**src/hw/rtl/crcdf_pkg.sv**
```systemverilog
`default_nettype none
// crcdf_pkg: shared types, constants and the crc32 byte update for the packet deframer
// no dependencies

package crcdf_pkg;

    localparam int unsigned APB_ADDR_W = 2;
    localparam int unsigned APB_DATA_W = 32;

    // register word index
    localparam int unsigned REG_START_DELIM = 0;

    localparam logic [15:0] HDR_BYTES  = 16'd8;
    localparam logic [15:0] CRC_BYTES  = 16'd4;
    localparam logic [15:0] HUNT_DEPTH = 16'd3;
    localparam logic [31:0] CRC_POLY   = 32'hEDB8_8320;
    localparam logic [31:0] CRC_INIT   = 32'hFFFF_FFFF;

    typedef enum logic [1:0] {
        PH_HUNT   = 2'd0,
        PH_HEADER = 2'd1,
        PH_DATA   = 2'd2
    } phase_t;

    typedef struct packed {
        logic        is_payload;
        logic [7:0]  payload_byte;
        logic        frame_end;
        logic        crc_ok;
        logic [7:0]  pkt_type;
        logic [7:0]  seq_num;
        logic [15:0] pkt_length;
    } result_t;

    // reflected crc32, one byte, lsb first
    function automatic logic [31:0] crc_byte(input logic [31:0] crc_in, input logic [7:0] data);
        logic [31:0] c;
        c = crc_in ^ {24'h0, data};
        for (int i = 0; i < 8; i++) begin
            if (c[0]) begin
                c = (c >> 1) ^ CRC_POLY;
            end else begin
                c = c >> 1;
            end
        end
        return c;
    endfunction

endpackage

`default_nettype wire

```
**src/hw/rtl/crc_checked_packet_deframer_top.sv**
```systemverilog
`default_nettype none
// crc_checked_packet_deframer_top: delimiter hunt, header capture, payload pass-through, crc32 check
// depends on crcdf_pkg

// One received byte enters per word on the s_ channel and the block takes a word
// every cycle unless the skid slot is full; a result leaves on the m_ channel through
// the input register and then the result register, with a skid register so a stalled
// m_ side does not stop input until both output slots are full. The per-cycle work is
// at most one crc32 byte update plus the phase step. The deframer hunts for the
// configured 32-bit sync marker (msb byte first), reads an 8-byte header (big-endian
// crc, type, sequence, big-endian length) and then passes each payload byte out as one
// word; the word that completes the packet carries frame_end and crc_ok. A zero-length
// packet ends with a single non-payload word on its last header byte. On a crc mismatch
// the block reports crc_ok low and goes back to hunting. The marker register sits at APB
// address 0 and should be written only while the block is idle.

module crc_checked_packet_deframer_top (
    input  wire logic                                 aclk,
    input  wire logic                                 aresetn,

    input  wire logic                                 psel,
    input  wire logic                                 penable,
    input  wire logic                                 pwrite,
    input  wire logic [crcdf_pkg::APB_ADDR_W-1:0]     paddr,
    input  wire logic [crcdf_pkg::APB_DATA_W-1:0]     pwdata,
    output logic      [crcdf_pkg::APB_DATA_W-1:0]     prdata,
    output logic                                      pready,

    input  wire logic                                 s_valid,
    output logic                                      s_ready,
    input  wire logic [7:0]                           s_rx_byte,

    output logic                                      m_valid,
    input  wire logic                                 m_ready,
    output logic                                      m_is_payload,
    output logic      [7:0]                           m_payload_byte,
    output logic                                      m_frame_end,
    output logic                                      m_crc_ok,
    output logic      [7:0]                           m_pkt_type,
    output logic      [7:0]                           m_seq_num,
    output logic      [15:0]                          m_pkt_length
);

    // configuration
    logic [31:0] start_delim_reg;
    logic        cfg_wr;

    // single register, every byte address of the word maps to it
    assign pready = 1'b1;
    assign cfg_wr = psel && penable && pwrite && pready;
    assign prdata = start_delim_reg;

    always_ff @(posedge aclk) begin
        if (!aresetn) begin
            start_delim_reg <= '0;
        end else if (cfg_wr) begin
            start_delim_reg <= pwdata;
        end
    end

    // input register
    logic       in_valid_reg, in_valid_next;
    logic [7:0] in_byte_reg;
    logic       advance;
    logic       skid_valid_reg, skid_valid_next;

    assign advance       = in_valid_reg && !skid_valid_reg;
    assign s_ready       = !in_valid_reg || advance;
    assign in_valid_next = (s_valid && s_ready) ? 1'b1 : (advance ? 1'b0 : in_valid_reg);

    always_ff @(posedge aclk) begin
        if (!aresetn) begin
            in_valid_reg <= 1'b0;
        end else begin
            in_valid_reg <= in_valid_next;
        end
    end

    always_ff @(posedge aclk) begin
        if (s_valid && s_ready) begin
            in_byte_reg <= s_rx_byte;
        end
    end

    // deframer state
    crcdf_pkg::phase_t phase_reg, phase_next;
    logic [23:0] window_reg, window_next;
    logic [15:0] count_reg, count_next;
    logic [31:0] exp_crc_reg, exp_crc_next;
    logic [7:0]  type_reg, type_next;
    logic [7:0]  seq_reg, seq_next;
    logic [15:0] length_reg, length_next;
    logic [31:0] crc_reg, crc_next;
    logic [15:0] count_inc;
    logic        hdr_last;
    logic        data_end;

    assign count_inc = count_reg + 16'd1;
    assign hdr_last  = (count_inc == crcdf_pkg::HDR_BYTES);
    assign data_end  = (count_inc >= length_reg);

    always_comb begin
        phase_next   = phase_reg;
        window_next  = window_reg;
        count_next   = count_reg;
        exp_crc_next = exp_crc_reg;
        type_next    = type_reg;
        seq_next     = seq_reg;
        length_next  = length_reg;
        crc_next     = crc_reg;
        if (advance) begin
            unique case (phase_reg)
                crcdf_pkg::PH_HEADER: begin
                    if (count_reg < crcdf_pkg::CRC_BYTES) begin
                        // crc field counts as zeros
                        exp_crc_next = {exp_crc_reg[23:0], in_byte_reg};
                        crc_next     = crcdf_pkg::crc_byte(crc_reg, 8'h00);
                    end else begin
                        crc_next = crcdf_pkg::crc_byte(crc_reg, in_byte_reg);
                        case (count_reg[1:0])
                            2'd0:    type_next   = in_byte_reg;
                            2'd1:    seq_next    = in_byte_reg;
                            2'd2:    length_next = {in_byte_reg, 8'h00};
                            default: length_next = {length_reg[15:8], in_byte_reg};
                        endcase
                    end
                    count_next = count_inc;
                    if (hdr_last) begin
                        count_next = '0;
                        if (length_next == 16'd0) begin
                            phase_next  = crcdf_pkg::PH_HUNT;
                            window_next = '0;
                        end else begin
                            phase_next = crcdf_pkg::PH_DATA;
                        end
                    end
                end
                crcdf_pkg::PH_DATA: begin
                    crc_next = crcdf_pkg::crc_byte(crc_reg, in_byte_reg);
                    if (data_end) begin
                        phase_next  = crcdf_pkg::PH_HUNT;
                        window_next = '0;
                        count_next  = '0;
                    end else begin
                        count_next = count_inc;
                    end
                end
                default: begin
                    if ((count_reg >= crcdf_pkg::HUNT_DEPTH)
                        && ({window_reg, in_byte_reg} == start_delim_reg)) begin
                        phase_next  = crcdf_pkg::PH_HEADER;
                        window_next = '0;
                        count_next  = '0;
                        crc_next    = crcdf_pkg::CRC_INIT;
                    end else begin
                        phase_next  = crcdf_pkg::PH_HUNT;
                        window_next = {window_reg[15:0], in_byte_reg};
                        if (count_reg < crcdf_pkg::HUNT_DEPTH) begin
                            count_next = count_inc;
                        end
                    end
                end
            endcase
        end
    end

    always_ff @(posedge aclk) begin
        if (!aresetn) begin
            phase_reg   <= crcdf_pkg::PH_HUNT;
            window_reg  <= '0;
            count_reg   <= '0;
            exp_crc_reg <= '0;
            type_reg    <= '0;
            seq_reg     <= '0;
            length_reg  <= '0;
            crc_reg     <= crcdf_pkg::CRC_INIT;
        end else begin
            phase_reg   <= phase_next;
            window_reg  <= window_next;
            count_reg   <= count_next;
            exp_crc_reg <= exp_crc_next;
            type_reg    <= type_next;
            seq_reg     <= seq_next;
            length_reg  <= length_next;
            crc_reg     <= crc_next;
        end
    end

    // result of this word
    logic               res_valid;
    crcdf_pkg::result_t res;

    always_comb begin
        res_valid        = 1'b0;
        res.is_payload   = 1'b0;
        res.payload_byte = 8'h00;
        res.frame_end    = 1'b0;
        res.crc_ok       = 1'b0;
        res.pkt_type     = type_next;
        res.seq_num      = seq_next;
        res.pkt_length   = length_next;
        unique case (phase_reg)
            crcdf_pkg::PH_HEADER: begin
                // zero-length packet ends on its last header byte
                if (hdr_last && (length_next == 16'd0)) begin
                    res_valid     = advance;
                    res.frame_end = 1'b1;
                    res.crc_ok    = (~crc_next == exp_crc_next);
                end
            end
            crcdf_pkg::PH_DATA: begin
                res_valid        = advance;
                res.is_payload   = 1'b1;
                res.payload_byte = in_byte_reg;
                res.frame_end    = data_end;
                res.crc_ok       = data_end && (~crc_next == exp_crc_next);
            end
            default: begin
                res_valid = 1'b0;
            end
        endcase
    end

    // result register plus skid slot
    logic               out_valid_reg, out_valid_next;
    crcdf_pkg::result_t out_reg, out_next;
    crcdf_pkg::result_t skid_reg, skid_next;
    logic               out_free;

    assign out_free = !out_valid_reg || m_ready;

    always_comb begin
        out_valid_next  = out_valid_reg;
        out_next        = out_reg;
        skid_valid_next = skid_valid_reg;
        skid_next       = skid_reg;
        if (out_free) begin
            if (skid_valid_reg) begin
                out_valid_next  = 1'b1;
                out_next        = skid_reg;
                skid_valid_next = 1'b0;
            end else begin
                out_valid_next = res_valid;
                out_next       = res;
            end
        end else if (res_valid) begin
            skid_valid_next = 1'b1;
            skid_next       = res;
        end
    end

    always_ff @(posedge aclk) begin
        if (!aresetn) begin
            out_valid_reg  <= 1'b0;
            skid_valid_reg <= 1'b0;
        end else begin
            out_valid_reg  <= out_valid_next;
            skid_valid_reg <= skid_valid_next;
        end
    end

    always_ff @(posedge aclk) begin
        out_reg  <= out_next;
        skid_reg <= skid_next;
    end

    assign m_valid        = out_valid_reg;
    assign m_is_payload   = out_reg.is_payload;
    assign m_payload_byte = out_reg.payload_byte;
    assign m_frame_end    = out_reg.frame_end;
    assign m_crc_ok       = out_reg.crc_ok;
    assign m_pkt_type     = out_reg.pkt_type;
    assign m_seq_num      = out_reg.seq_num;
    assign m_pkt_length   = out_reg.pkt_length;

endmodule

`default_nettype wire
```
**config.mk**
```make
export PLATFORM = sky130hd
export DESIGN_NAME = crc_checked_packet_deframer_top
export DESIGN_NICKNAME = d
export VERILOG_FILES = /design/src/hw/rtl/crcdf_pkg.sv /design/src/hw/rtl/crc_checked_packet_deframer_top.sv
export SDC_FILE = /design/constraint.sdc
export NUM_CORES = 1
export LEC_CHECK = 0
export BUFFER_PORTS_ARGS = -buffer_cell sky130_fd_sc_hd__buf_2
export CAP_MARGIN = 20
export CORE_UTILIZATION = 25
export CTS_BUF_LIST = sky130_fd_sc_hd__clkbuf_8 sky130_fd_sc_hd__clkbuf_16
export CTS_CLUSTER_DIAMETER = 50
export DETAILED_ROUTE_END_ITERATION = 10
export MAX_ROUTING_LAYER = met4
export PLACE_DENSITY = 0.36
export SETUP_SLACK_MARGIN = 0.4
export SYNTH_ARGS = -nofsm -noshare
export SYNTH_HDL_FRONTEND = slang
export SYNTH_SLANG_ARGS = --single-unit
```
**constraint.sdc**
```tcl
create_clock -name aclk -period 10.4 [get_ports aclk]
set_clock_uncertainty 0.2 [all_clocks]
set_input_delay 1.04 -clock aclk [delete_from_list [all_inputs] [get_ports aclk]]
set_output_delay 1.04 -clock aclk [all_outputs]
set_load 0.03 [all_outputs]
```
# Word level (Yosys, flattened, before mapping)
# Index checks and enable logic that the tools add are counted.
# totals
inputBits	49
reg_bits	267
out_inout_bits	78
wordCells	216
# op_classes
n_mux	124
n_lt_le_gt_ge	4
bitwise_logic	27
n_addsub	1
eq_ne	10
n_reduce_logical	23
# ops
op	n
$mux W32	85
$not A13 Y14	23
$mux W16	9
$mux W24	4
$eq A32 B32 Y1	2
$mux W8	8
$pmux W16 S2	2
$pmux W32 S2	1
$pmux W24 S2	1
$mux W43	1
$logic_not A16 Y1	2
$not A32 Y32	1
$xor A32 B8 Y32	1
$add A16 B1 Y16 const B	1
$eq A16 B4 Y1 const B	1
$ge A16 B16 Y1	1
$ge A16 B2 Y1 const B	1
$lt A16 B2 Y1 const B	1
$lt A16 B3 Y1 const B	1
$mux W9	1
$mux W2	4
$pmux W2 S2	2
$logic_and A1 B1 Y1	7
$ne A2 B2 Y1 const B	3
other kinds (14)	26

# Logic depth before layout (Yosys ltp)
# Gate-level depths: netlist (run 1).
# logic_depth
word_depth	46
ltp_mapped	18
mapped_depth_nobuf	15

# Worst setup path before layout (run 1)
# OpenSTA, ideal clock, no wires.
# synth_path
kind	register to register
start	register count_reg[0]
end	register skid_reg[0] (netlist bit), enable pin
setup_slack_ns	4.918
t_required_ns	9.752
arrival_ns	4.835
stages_incl_launch_ff	11
cell_sequence	dfxtp_1 > ha_1 > buf_2 > or3_4 > a211oi_2 > a22oi_1 > or4_1 > or4_4 > or3_4 > a21oi_1 > nor2b_1
# synth_between
elab_chain_len	13
word_cells_on_any_way	18
cone_classes	add/sub: 1; order compare: 1; eq/ne: 3; mux: 8; reduce/logical: 5
# synth_lines
element	line_no	rtl
start: declaration	crc_checked_packet_deframer_top.sv:88	logic [15:0] count_reg, count_next;
start signal: assignment	crc_checked_packet_deframer_top.sv:180	count_reg <= count_next;
branches (longest 9 deep; another with $lt A16 B3 Y1)	n/a	
$logic_and A1 B1 Y1 *	crc_checked_packet_deframer_top.sv:205	if (hdr_last && (length_next == 16'd0)) begin
$mux W1 *	crc_checked_packet_deframer_top.sv:205	
$pmux W1 S2 *	crc_checked_packet_deframer_top.sv:202	unique case (phase_reg)
$reduce_and A2 Y1 (no source line) *	n/a	
end signal: assignment	crc_checked_packet_deframer_top.sv:264	skid_reg <= skid_next;
end: declaration	crc_checked_packet_deframer_top.sv:227	crcdf_pkg::result_t skid_reg, skid_next;
# Mark *: on every way between the ends. The select of a mux whose other input is x is not followed.
# A chain may end at the register's enable or synchronous reset.

# Worst setup path after layout (run 1)
# layout_path
start	register phase_reg[1]
end	register out_reg (netlist bit m_crc_ok) (data pin)
# layout_between
elab_chain_len	8
word_cells_on_any_way	16
cone_classes	eq/ne: 3; mux: 9; bitwise: 1; reduce/logical: 3
# layout_lines
element	line_no	rtl
start: declaration	crc_checked_packet_deframer_top.sv:86	crcdf_pkg::phase_t phase_reg, phase_next;
start signal: assignment	crc_checked_packet_deframer_top.sv:169	phase_reg <= crcdf_pkg::PH_HUNT;
start signal: assignment	crc_checked_packet_deframer_top.sv:178	phase_reg <= phase_next;
$eq A2 B2 Y1 / $eq A2 B1 Y1 (equally long branches)	crc_checked_packet_deframer_top.sv:112, crc_checked_packet_deframer_top.sv:202	
$pmux W32 S2 / $mux W16 (equally long branches)	crc_checked_packet_deframer_top.sv:112	unique case (phase_reg)
$mux W32 / $mux W16 (equally long branches)	crc_checked_packet_deframer_top.sv:111	if (advance) begin
$not A32 Y32 / $logic_not A16 Y1 (equally long branches)	crc_checked_packet_deframer_top.sv:208, crc_checked_packet_deframer_top.sv:216, crc_checked_packet_deframer_top.sv:205	
$eq A32 B32 Y1 / $logic_and A1 B1 Y1 (equally long branches)	crc_checked_packet_deframer_top.sv:208, crc_checked_packet_deframer_top.sv:216, crc_checked_packet_deframer_top.sv:205	
$mux W2 / $logic_and A1 B1 Y1 (equally long branches)	crc_checked_packet_deframer_top.sv:205, crc_checked_packet_deframer_top.sv:216	
$pmux W2 S2 *	crc_checked_packet_deframer_top.sv:202	
$mux W43 *	crc_checked_packet_deframer_top.sv:238	if (skid_valid_reg) begin
end signal: assignment	crc_checked_packet_deframer_top.sv:263	out_reg <= out_next;
end: declaration	crc_checked_packet_deframer_top.sv:226	crcdf_pkg::result_t out_reg, out_next;
# Every way passes the cells marked *; elsewhere a longest branch is shown, timed or not.

==> impl_metrics.toml, run 1 <==
[synth]
syn_area_per_cell_um2 = 9.91
ys_top_cells_by_area = "sky130_fd_sc_hd__dfxtp_1, sky130_fd_sc_hd__edfxtp_1, sky130_fd_sc_hd__mux2_2"
yosys.area_share.adder_pct = 2.00
count_of_different_cell_masters_after_synthesis = 83
yosys_warnings = 0
synth_enable_flop_cells = 94
net_count_of_the_mapped_netlist = 1521
synth_simple_gate_area_share_pct = 17.2
yosys-mux-area-fraction_pct = 7.26
syn_area_mm2 = 0.0144
synth_largest_area_cell = "sky130_fd_sc_hd__dfxtp_1"
synth_compound_gate_area_share_pct = 14.1
yosys.area_share.xor_xnor_pct = 11.8
netlist_instances = 1449
synth_top_area_share_pct = 24.1
yosys_register_bits = 267
synth_top_family_by_area = "simple AND/OR/NAND/NOR gates"
synth_seq_area_share_pct = 43.8
synthArstFlopShare_pct = 0
ys.flop_type = "sky130_fd_sc_hd__dfxtp_1"

[timing]
final.setup.tns_ns = 0
slew_headroom_pct = 30.8
timing.final.setup_violations = 0
final-hold-violation-count = 0
finalMaxSlewViolations = 0
grt_setup_unrepaired = "no"
final_period_minus_worst_setup_slack_ns = 5.29
worst_slew_pin_slew_ns = 1.04
final_min_period_over_clock_period_pct = 50.8
achievable-frequency_mhz = 189

[grt]
initial_antenna_violation_count = 0
global_route.overflow_total = 0
number_of_global_route_vias_before_repair = 11200
groute.usage.overall_pct = 16.8
global_route_wire_length_before_repair_um = 72900
grt_start_max_net_pins = 105

[pwr]
switchingPower_uw = 668
total_power_uw = 2730
p_leak_uw = 0.00689
power_switching_share_pct = 24.5
power_per_cell_area_mw_per_mm2 = 158
worst_voltage_drop_across_the_vdd_grid_mv = 0.121
share_of_power_burned_in_registers_pct = 40.2
comb_power_share_pct = 5.5
power.clock.fraction_pct = 54.3
intPower_uw = 2060

[cells_and_area]
finalNonFillerCells = 2340
syn_to_final_growth_pct = 20.3
layout-drive-gt1-share_pct = 20.7
largest_register_ffs = 43
n_antenna_cell = 0
final_net_count = 1621

[job]
maxCapViolCount = 0

[die]
io_pins = 127
die_width_um = 242
chipHeight_um = 242
dieArea_mm2 = 0.0584
core_region_area_mm2 = 0.0566
initial_core_util_pct = 25.4
rows = 87

[cts]
clock_tree.buffer_depth = 3
cts_sinks = 267
latest_clock_arrival_within_the_worst_skew_pair_ns = 0.56
cts.repair.resized = 0
tritoncts = "yes"
clock_tree.htree_level_count = 2
cts-hold-fix-buffers = 0
cts_post_setup_buffers_inserted = 0
worst_setup_hold_path_clk_slew_ns = 0.05
ctsRootBufferMaster = "sky130_fd_sc_hd__clkbuf_16"
number_of_buffers_created_by_cts = 44

[place]
io_buffers = 123
sum_of_net_half_perimeters_after_detailed_placement_um = 32600
gp_congestion = 0.919
place.detailed.instances = 2259

[setup_path]
cp_data_arrival_time_ns = 5.46
worst-path-buf-inv = 4
crit_chain = "inv_1 > ha_1 > buf_4 > clkinv_1 > a41oi_1 > nor2_1 > buf_4 > o221ai_1 > o31ai_1 > xor2_1 > nand4_1 > a2111oi_0 > nand4_1 > o41ai_2"
critical_path.max_fanout = 15
critical-path-top-delay-family = "compound AO/OA/AOI/OAI gates"
required_ns = 10.58
critPathSlowestCell = "sky130_fd_sc_hd__a41oi_1"
worst_setup_path_start_kind = "flop"
endpoint_kind = "flop"
criticalPathCategory = "reg2reg"
crit_path_max_incr_delay_ns = 0.89

[detailed_routing]
drt_iter0_drc = 612
total_via_count_in_the_routed_design = 11200
route.final.wire_length_um = 48200
wl_per_cell_um = 20.6
route.detailed.vias_per_inst = 4.78
final_antenna_net_count = 0
detailed_router_iteration_count_before_antenna_repair = 5
drc = 0

[hold_path]
min_path_type = "reg2reg"

[outcome]
status = "finished clean"
-- layout make-up --
class	instances	area, um^2
clock buffer	50	1210
clock inverter	31	292
fill	5943	39300
inverter	34	128
multi-input combinational	1048	7550
sequential	267	6290
tap	756	946
timing repair buffer	154	871
-- path summary, 6_finish.rpt --
| kind | from | endpoint | slack, ns | depth (start not counted) |
|---|---|---|---|---|
| worst max register to register | phase_reg[1] | m_crc_ok | 5.11 | 14 |
| worst min register to register | window_reg[18] | window_reg[18] | 0.28 | 2 |
| worst min-delay path | window_reg[18] | window_reg[18] | 0.28 | 2 |
| worst max-delay path | phase_reg[1] | m_crc_ok | 5.11 | 14 |
-- kinds of logic (layout without fill, tap and decap cells) --
group                      count (synthesis)  in the layout
and+or+nand+nor                          475            475
AOI/OAI and AO/OA                        281            281
DFF                                      267            267
xor gates and xnor gates                 173            173
buffers and inverters                    134            269
muxes                                     95             95
adders and majority gates                 23             23
other                                      1              1
-- cells in the final DEF, fill, tap and decap left out, types with 8 or more instances in the layout --
cell,synthesis,final
sky130_fd_sc_hd__o211ai_1,9,9
sky130_fd_sc_hd__and2_1,66,66
sky130_fd_sc_hd__ha_1,23,23
sky130_fd_sc_hd__edfxtp_1,94,94
sky130_fd_sc_hd__o221ai_1,11,11
sky130_fd_sc_hd__a21o_1,8,8
sky130_fd_sc_hd__a21oi_1,25,25
sky130_fd_sc_hd__a22o_1,21,21
sky130_fd_sc_hd__o21ai_0,48,48
sky130_fd_sc_hd__xnor2_1,84,84
sky130_fd_sc_hd__a21boi_1,24,24
sky130_fd_sc_hd__a22oi_1,17,17
sky130_fd_sc_hd__dfxtp_1,173,172
sky130_fd_sc_hd__mux2_2,72,72
sky130_fd_sc_hd__buf_4,3,31
sky130_fd_sc_hd__clkbuf_16,0,46
sky130_fd_sc_hd__nand3_1,48,48
sky130_fd_sc_hd__nand4_1,12,12
sky130_fd_sc_hd__a21boi_0,38,38
sky130_fd_sc_hd__nor2b_1,35,34
sky130_fd_sc_hd__nor3_1,28,28
sky130_fd_sc_hd__nor2_1,58,56
sky130_fd_sc_hd__nand2b_1,31,30
sky130_fd_sc_hd__xor2_1,75,75
sky130_fd_sc_hd__buf_2,18,122
sky130_fd_sc_hd__nor4_1,25,25
sky130_fd_sc_hd__mux2i_1,22,22
sky130_fd_sc_hd__nand2_1,129,129
sky130_fd_sc_hd__o31ai_1,13,13
sky130_fd_sc_hd__xnor3_1,9,9
sky130_fd_sc_hd__o22ai_1,9,9
sky130_fd_sc_hd__inv_1,32,38
-- power by group through the flow --
stage                     combinational [uW]  clock [uW]  sequential (uW)
final                                    151        1480             1100
after global routing                     163        1570             1100
after CTS                                152        1530             1100
after detailed placement                 152           0             1120
after global placement                   151           0             1120
after floorplan                         93.3           0             1120
-- cells in the mapped netlist, types with 8 or more instances --
library cell	n
sky130_fd_sc_hd__a21boi_0	38
sky130_fd_sc_hd__a21boi_1	24
sky130_fd_sc_hd__a21o_1	8
sky130_fd_sc_hd__a21oi_1	25
sky130_fd_sc_hd__a22o_1	21
sky130_fd_sc_hd__a22oi_1	17
sky130_fd_sc_hd__and2_1	66
sky130_fd_sc_hd__buf_2	18
sky130_fd_sc_hd__clkbuf_1	73
sky130_fd_sc_hd__dfxtp_1	173
sky130_fd_sc_hd__edfxtp_1	94
sky130_fd_sc_hd__ha_1	23
sky130_fd_sc_hd__inv_1	32
sky130_fd_sc_hd__mux2_2	72
sky130_fd_sc_hd__mux2i_1	22
sky130_fd_sc_hd__nand2_1	129
sky130_fd_sc_hd__nand2b_1	31
sky130_fd_sc_hd__nand3_1	48
sky130_fd_sc_hd__nand4_1	12
sky130_fd_sc_hd__nor2_1	58
sky130_fd_sc_hd__nor2b_1	35
sky130_fd_sc_hd__nor3_1	28
sky130_fd_sc_hd__nor4_1	25
sky130_fd_sc_hd__o211ai_1	9
sky130_fd_sc_hd__o21ai_0	48
sky130_fd_sc_hd__o221ai_1	11
sky130_fd_sc_hd__o22ai_1	9
sky130_fd_sc_hd__o31ai_1	13
sky130_fd_sc_hd__xnor2_1	84
sky130_fd_sc_hd__xnor3_1	9
sky130_fd_sc_hd__xor2_1	75
-- per-stage QoR --
step                hold WS (ns)  instance area [um^2]  setup WS, ns  util [%]
floorplan                  0.256                 14400          4.92         -
global placement           0.268                 15800          5.05      27.8
detailed placement         0.270                 15800          5.17      27.9
CTS                        0.280                 17300          5.14      30.5
global route               0.295                 17300          5.03      30.5
finish                     0.277                 17300          5.11      30.5
-- tightest hold or removal path, stage by stage (launching register included) --
cell and delay, ns:
sky130_fd_sc_hd__dfxtp_1 0.31, sky130_fd_sc_hd__nand2b_1 0.07, sky130_fd_sc_hd__a21boi_1 0.05
-- per-layer routing --
layer	wire length (um)	track usage, %	vias to the layer above
met2	21100	25.1	349
met4	1200	5.58	0
met3	2450	2.61	80
li1	-	-	5380
met5	0	-	-
met1	23500	23.0	5385
(Power assumes the default switching activity.)
==> run 2: changes to the inputs <==
==> constraint.sdc (replaced) <==
create_clock -name aclk -period 5.4 [get_ports aclk]
set_clock_uncertainty 0.2 [all_clocks]
set_input_delay 0.54 -clock aclk [delete_from_list [all_inputs] [get_ports aclk]]
set_output_delay 0.54 -clock aclk [all_outputs]
set_load 0.03 [all_outputs]
==> run 2 against run 1 <==
Effect of this change:
- worst setup slack got worse by 4.4 ns
- critical path depth decreased by 5
- register-to-register slack got worse by 4.4 ns
- utilization increased by 0.73 points
- clock power increased by 87%
- die area unchanged
- routed wire length increased by 4.0%
- maximum frequency increased by 12%
- combinational power increased by 100%
- non-clock buffer count increased by 50
- first-iteration DRC count decreased by 0.65%
- critical endpoint unchanged
- largest cell class unchanged
- highest routed layer unchanged
==> impl_metrics.toml, run 2 (same netlist as run 1, synthesis figures left out) <==
[outcome]
status = "finished clean"

[setup_path]
regToRegStartpoint = "in_byte_reg[5]"
endpoint_kind = "flop"
startpoint = "in_byte_reg[5]"
cp_data_arrival_time_ns = 4.88
critical_path.max_fanout = 5
criticalPathCategory = "reg2reg"
worst_setup_path_start_kind = "flop"
required_ns = 5.56

[cts]
cts_sinks = 267
worst_setup_hold_path_clk_slew_ns = 0.05
clock_tree.htree_level_count = 2
cts.repair.resized = 0
number_of_buffers_created_by_cts = 42
latest_clock_arrival_within_the_worst_skew_pair_ns = 0.57
ctsRootBufferMaster = "sky130_fd_sc_hd__clkbuf_16"
tritoncts = "yes"
clock_tree.buffer_depth = 3

[timing]
worst_slew_pin_slew_ns = 0.977
final.setup.tns_ns = 0
final_min_period_over_clock_period_pct = 87.5
final_period_minus_worst_setup_slack_ns = 4.72
grt_setup_unrepaired = "no"
holdWs_ns = 0.0319
timing.final.ws_setup_ns = 0.676
finalMaxSlewViolations = 0
timing.final.setup_violations = 0
achievable-frequency_mhz = 212
final-hold-violation-count = 0
slew_headroom_pct = 34.3

[pwr]
worst_voltage_drop_across_the_vdd_grid_mv = 0.165
total_power_uw = 5180
p_leak_uw = 0.00712
power_per_cell_area_mw_per_mm2 = 293

[grt]
groute.usage.overall_pct = 17.4
global_route.overflow_total = 0
grt_busiest_layer = "met2"
global_route_wire_length_before_repair_um = 74700
globalRouteMet3Util_pct = 3.17
number_of_global_route_vias_before_repair = 11500
grt_use_met2_pct = 25.2
grt_start_max_net_pins = 101
grt.met1_usage_pct = 23.9
initial_antenna_violation_count = 0

[hold_path]
min_path_type = "in2reg"
min_from = "pwdata[0]"

[job]
maxCapViolCount = 0

[place]
io_buffers = 123
post_place_worst_slack_ns = 0.765
dpl-instance-area_mm2 = 0.0161
gp_congestion = 0.962
sum_of_net_half_perimeters_after_detailed_placement_um = 35800

[die]
dieArea_mm2 = 0.0584
rows = 87
chipHeight_um = 242
die_width_um = 242
io_pins = 127
initial_core_util_pct = 25.4
core_region_area_mm2 = 0.0566

[detailed_routing]
route.detailed.vias_per_inst = 4.82
total_via_count_in_the_routed_design = 11500
wl_per_cell_um = 21.0
drt_iter0_drc = 608
detailed_router_iteration_count_before_antenna_repair = 5
drc = 0
route.final.wire_length_um = 50100
final_antenna_net_count = 0

[cells_and_area]
n_fill_cell = 5955
layout-drive-gt1-share_pct = 22.0
syn_to_final_growth_pct = 23.2
mostFrequentLayoutCell = "sky130_fd_sc_hd__dfxtp_1"
layout.cells.most_common_list = "sky130_fd_sc_hd__dfxtp_1, sky130_fd_sc_hd__nand2_1, sky130_fd_sc_hd__buf_2, sky130_fd_sc_hd__edfxtp_1, sky130_fd_sc_hd__xnor2_1"
n_antenna_cell = 0
final_net_count = 1669
stdcell_area_mm2 = 0.0177
largest_register_ffs = 43
## run 2: cell count changes in the layout (fill, tap and decap cells not counted), moves of 2 or more
cell,before,now
sky130_fd_sc_hd__clkbuf_16,46,43
sky130_fd_sc_hd__inv_6,6,4
sky130_fd_sc_hd__buf_12,0,2
sky130_fd_sc_hd__nor4_2,1,3
sky130_fd_sc_hd__clkinv_4,3,0
sky130_fd_sc_hd__dfxtp_1,172,170
sky130_fd_sc_hd__clkinv_2,4,6
sky130_fd_sc_hd__buf_4,31,59
sky130_fd_sc_hd__clkinvlp_4,5,1
sky130_fd_sc_hd__bufinv_16,3,5
sky130_fd_sc_hd__dlygate4sd3_1,0,19
sky130_fd_sc_hd__nor4_1,25,23
## run 2: metrics by stage
step	cells	utilization, %
global placement	2288	28.3
global route	2383	31.3
CTS	2383	31.3
finish	2383	31.3
detailed placement	2290	28.4
floorplan	1449	-
## run 2: final timing paths
check	to	slack, ns	depth (start not counted)
max	m_crc_ok	0.68	9
min	prdata[0]	0.03	3
max reg2reg	m_crc_ok	0.68	9
min reg2reg	window_reg[18]	0.28	2
## run 2: cell type report
class                   count  area (um^2)  share of cell area (%)
clock buffers              47         1130                    6.39
clock inverters            27          292                    1.65
inverters                  34          128                   0.721
multi-input cells        1048         7580                    42.8
flip-flops and latches    267         6290                    35.6
well taps                 756          946                    5.35
repair buffers            204         1320                    7.47
## run 2: critical path: stages (launching register included)
cell	delay, ns
sky130_fd_sc_hd__edfxtp_1	0.59
sky130_fd_sc_hd__xor2_1	0.22
sky130_fd_sc_hd__nor4_1	0.61
sky130_fd_sc_hd__o211ai_1	0.34
sky130_fd_sc_hd__nor4_1	0.81
sky130_fd_sc_hd__nand2_1	0.38
sky130_fd_sc_hd__and3_1	0.28
sky130_fd_sc_hd__a2111oi_2	0.38
sky130_fd_sc_hd__nand4_1	0.33
sky130_fd_sc_hd__o41ai_2	0.38
## run 2: what timing repair did
item                                   4_1_cts  5_1_grt
setup endpoints to repair                    0        0
hold buffers                                19        0
endpoints found under the hold margin       19        0
buffers inserted                             0        0
## run 2: metal layers
| metal | routed length, um | up-vias |
|---|---|---|
| li1 | - | 5450 |
| met1 | 24200 | 5570 |
| met2 | 21300 | 361 |
| met3 | 2890 | 103 |
| met4 | 1750 | 0 |
| met5 | 0 | - |
## run 2: where the power goes
part	total [uW]	internal, uW	leakage [uW]	switching (uW)
Clock	2770	1750	0.000725	1020
Combinational	302	126	0.00397	176
Sequential	2110	2090	0.00242	25.1
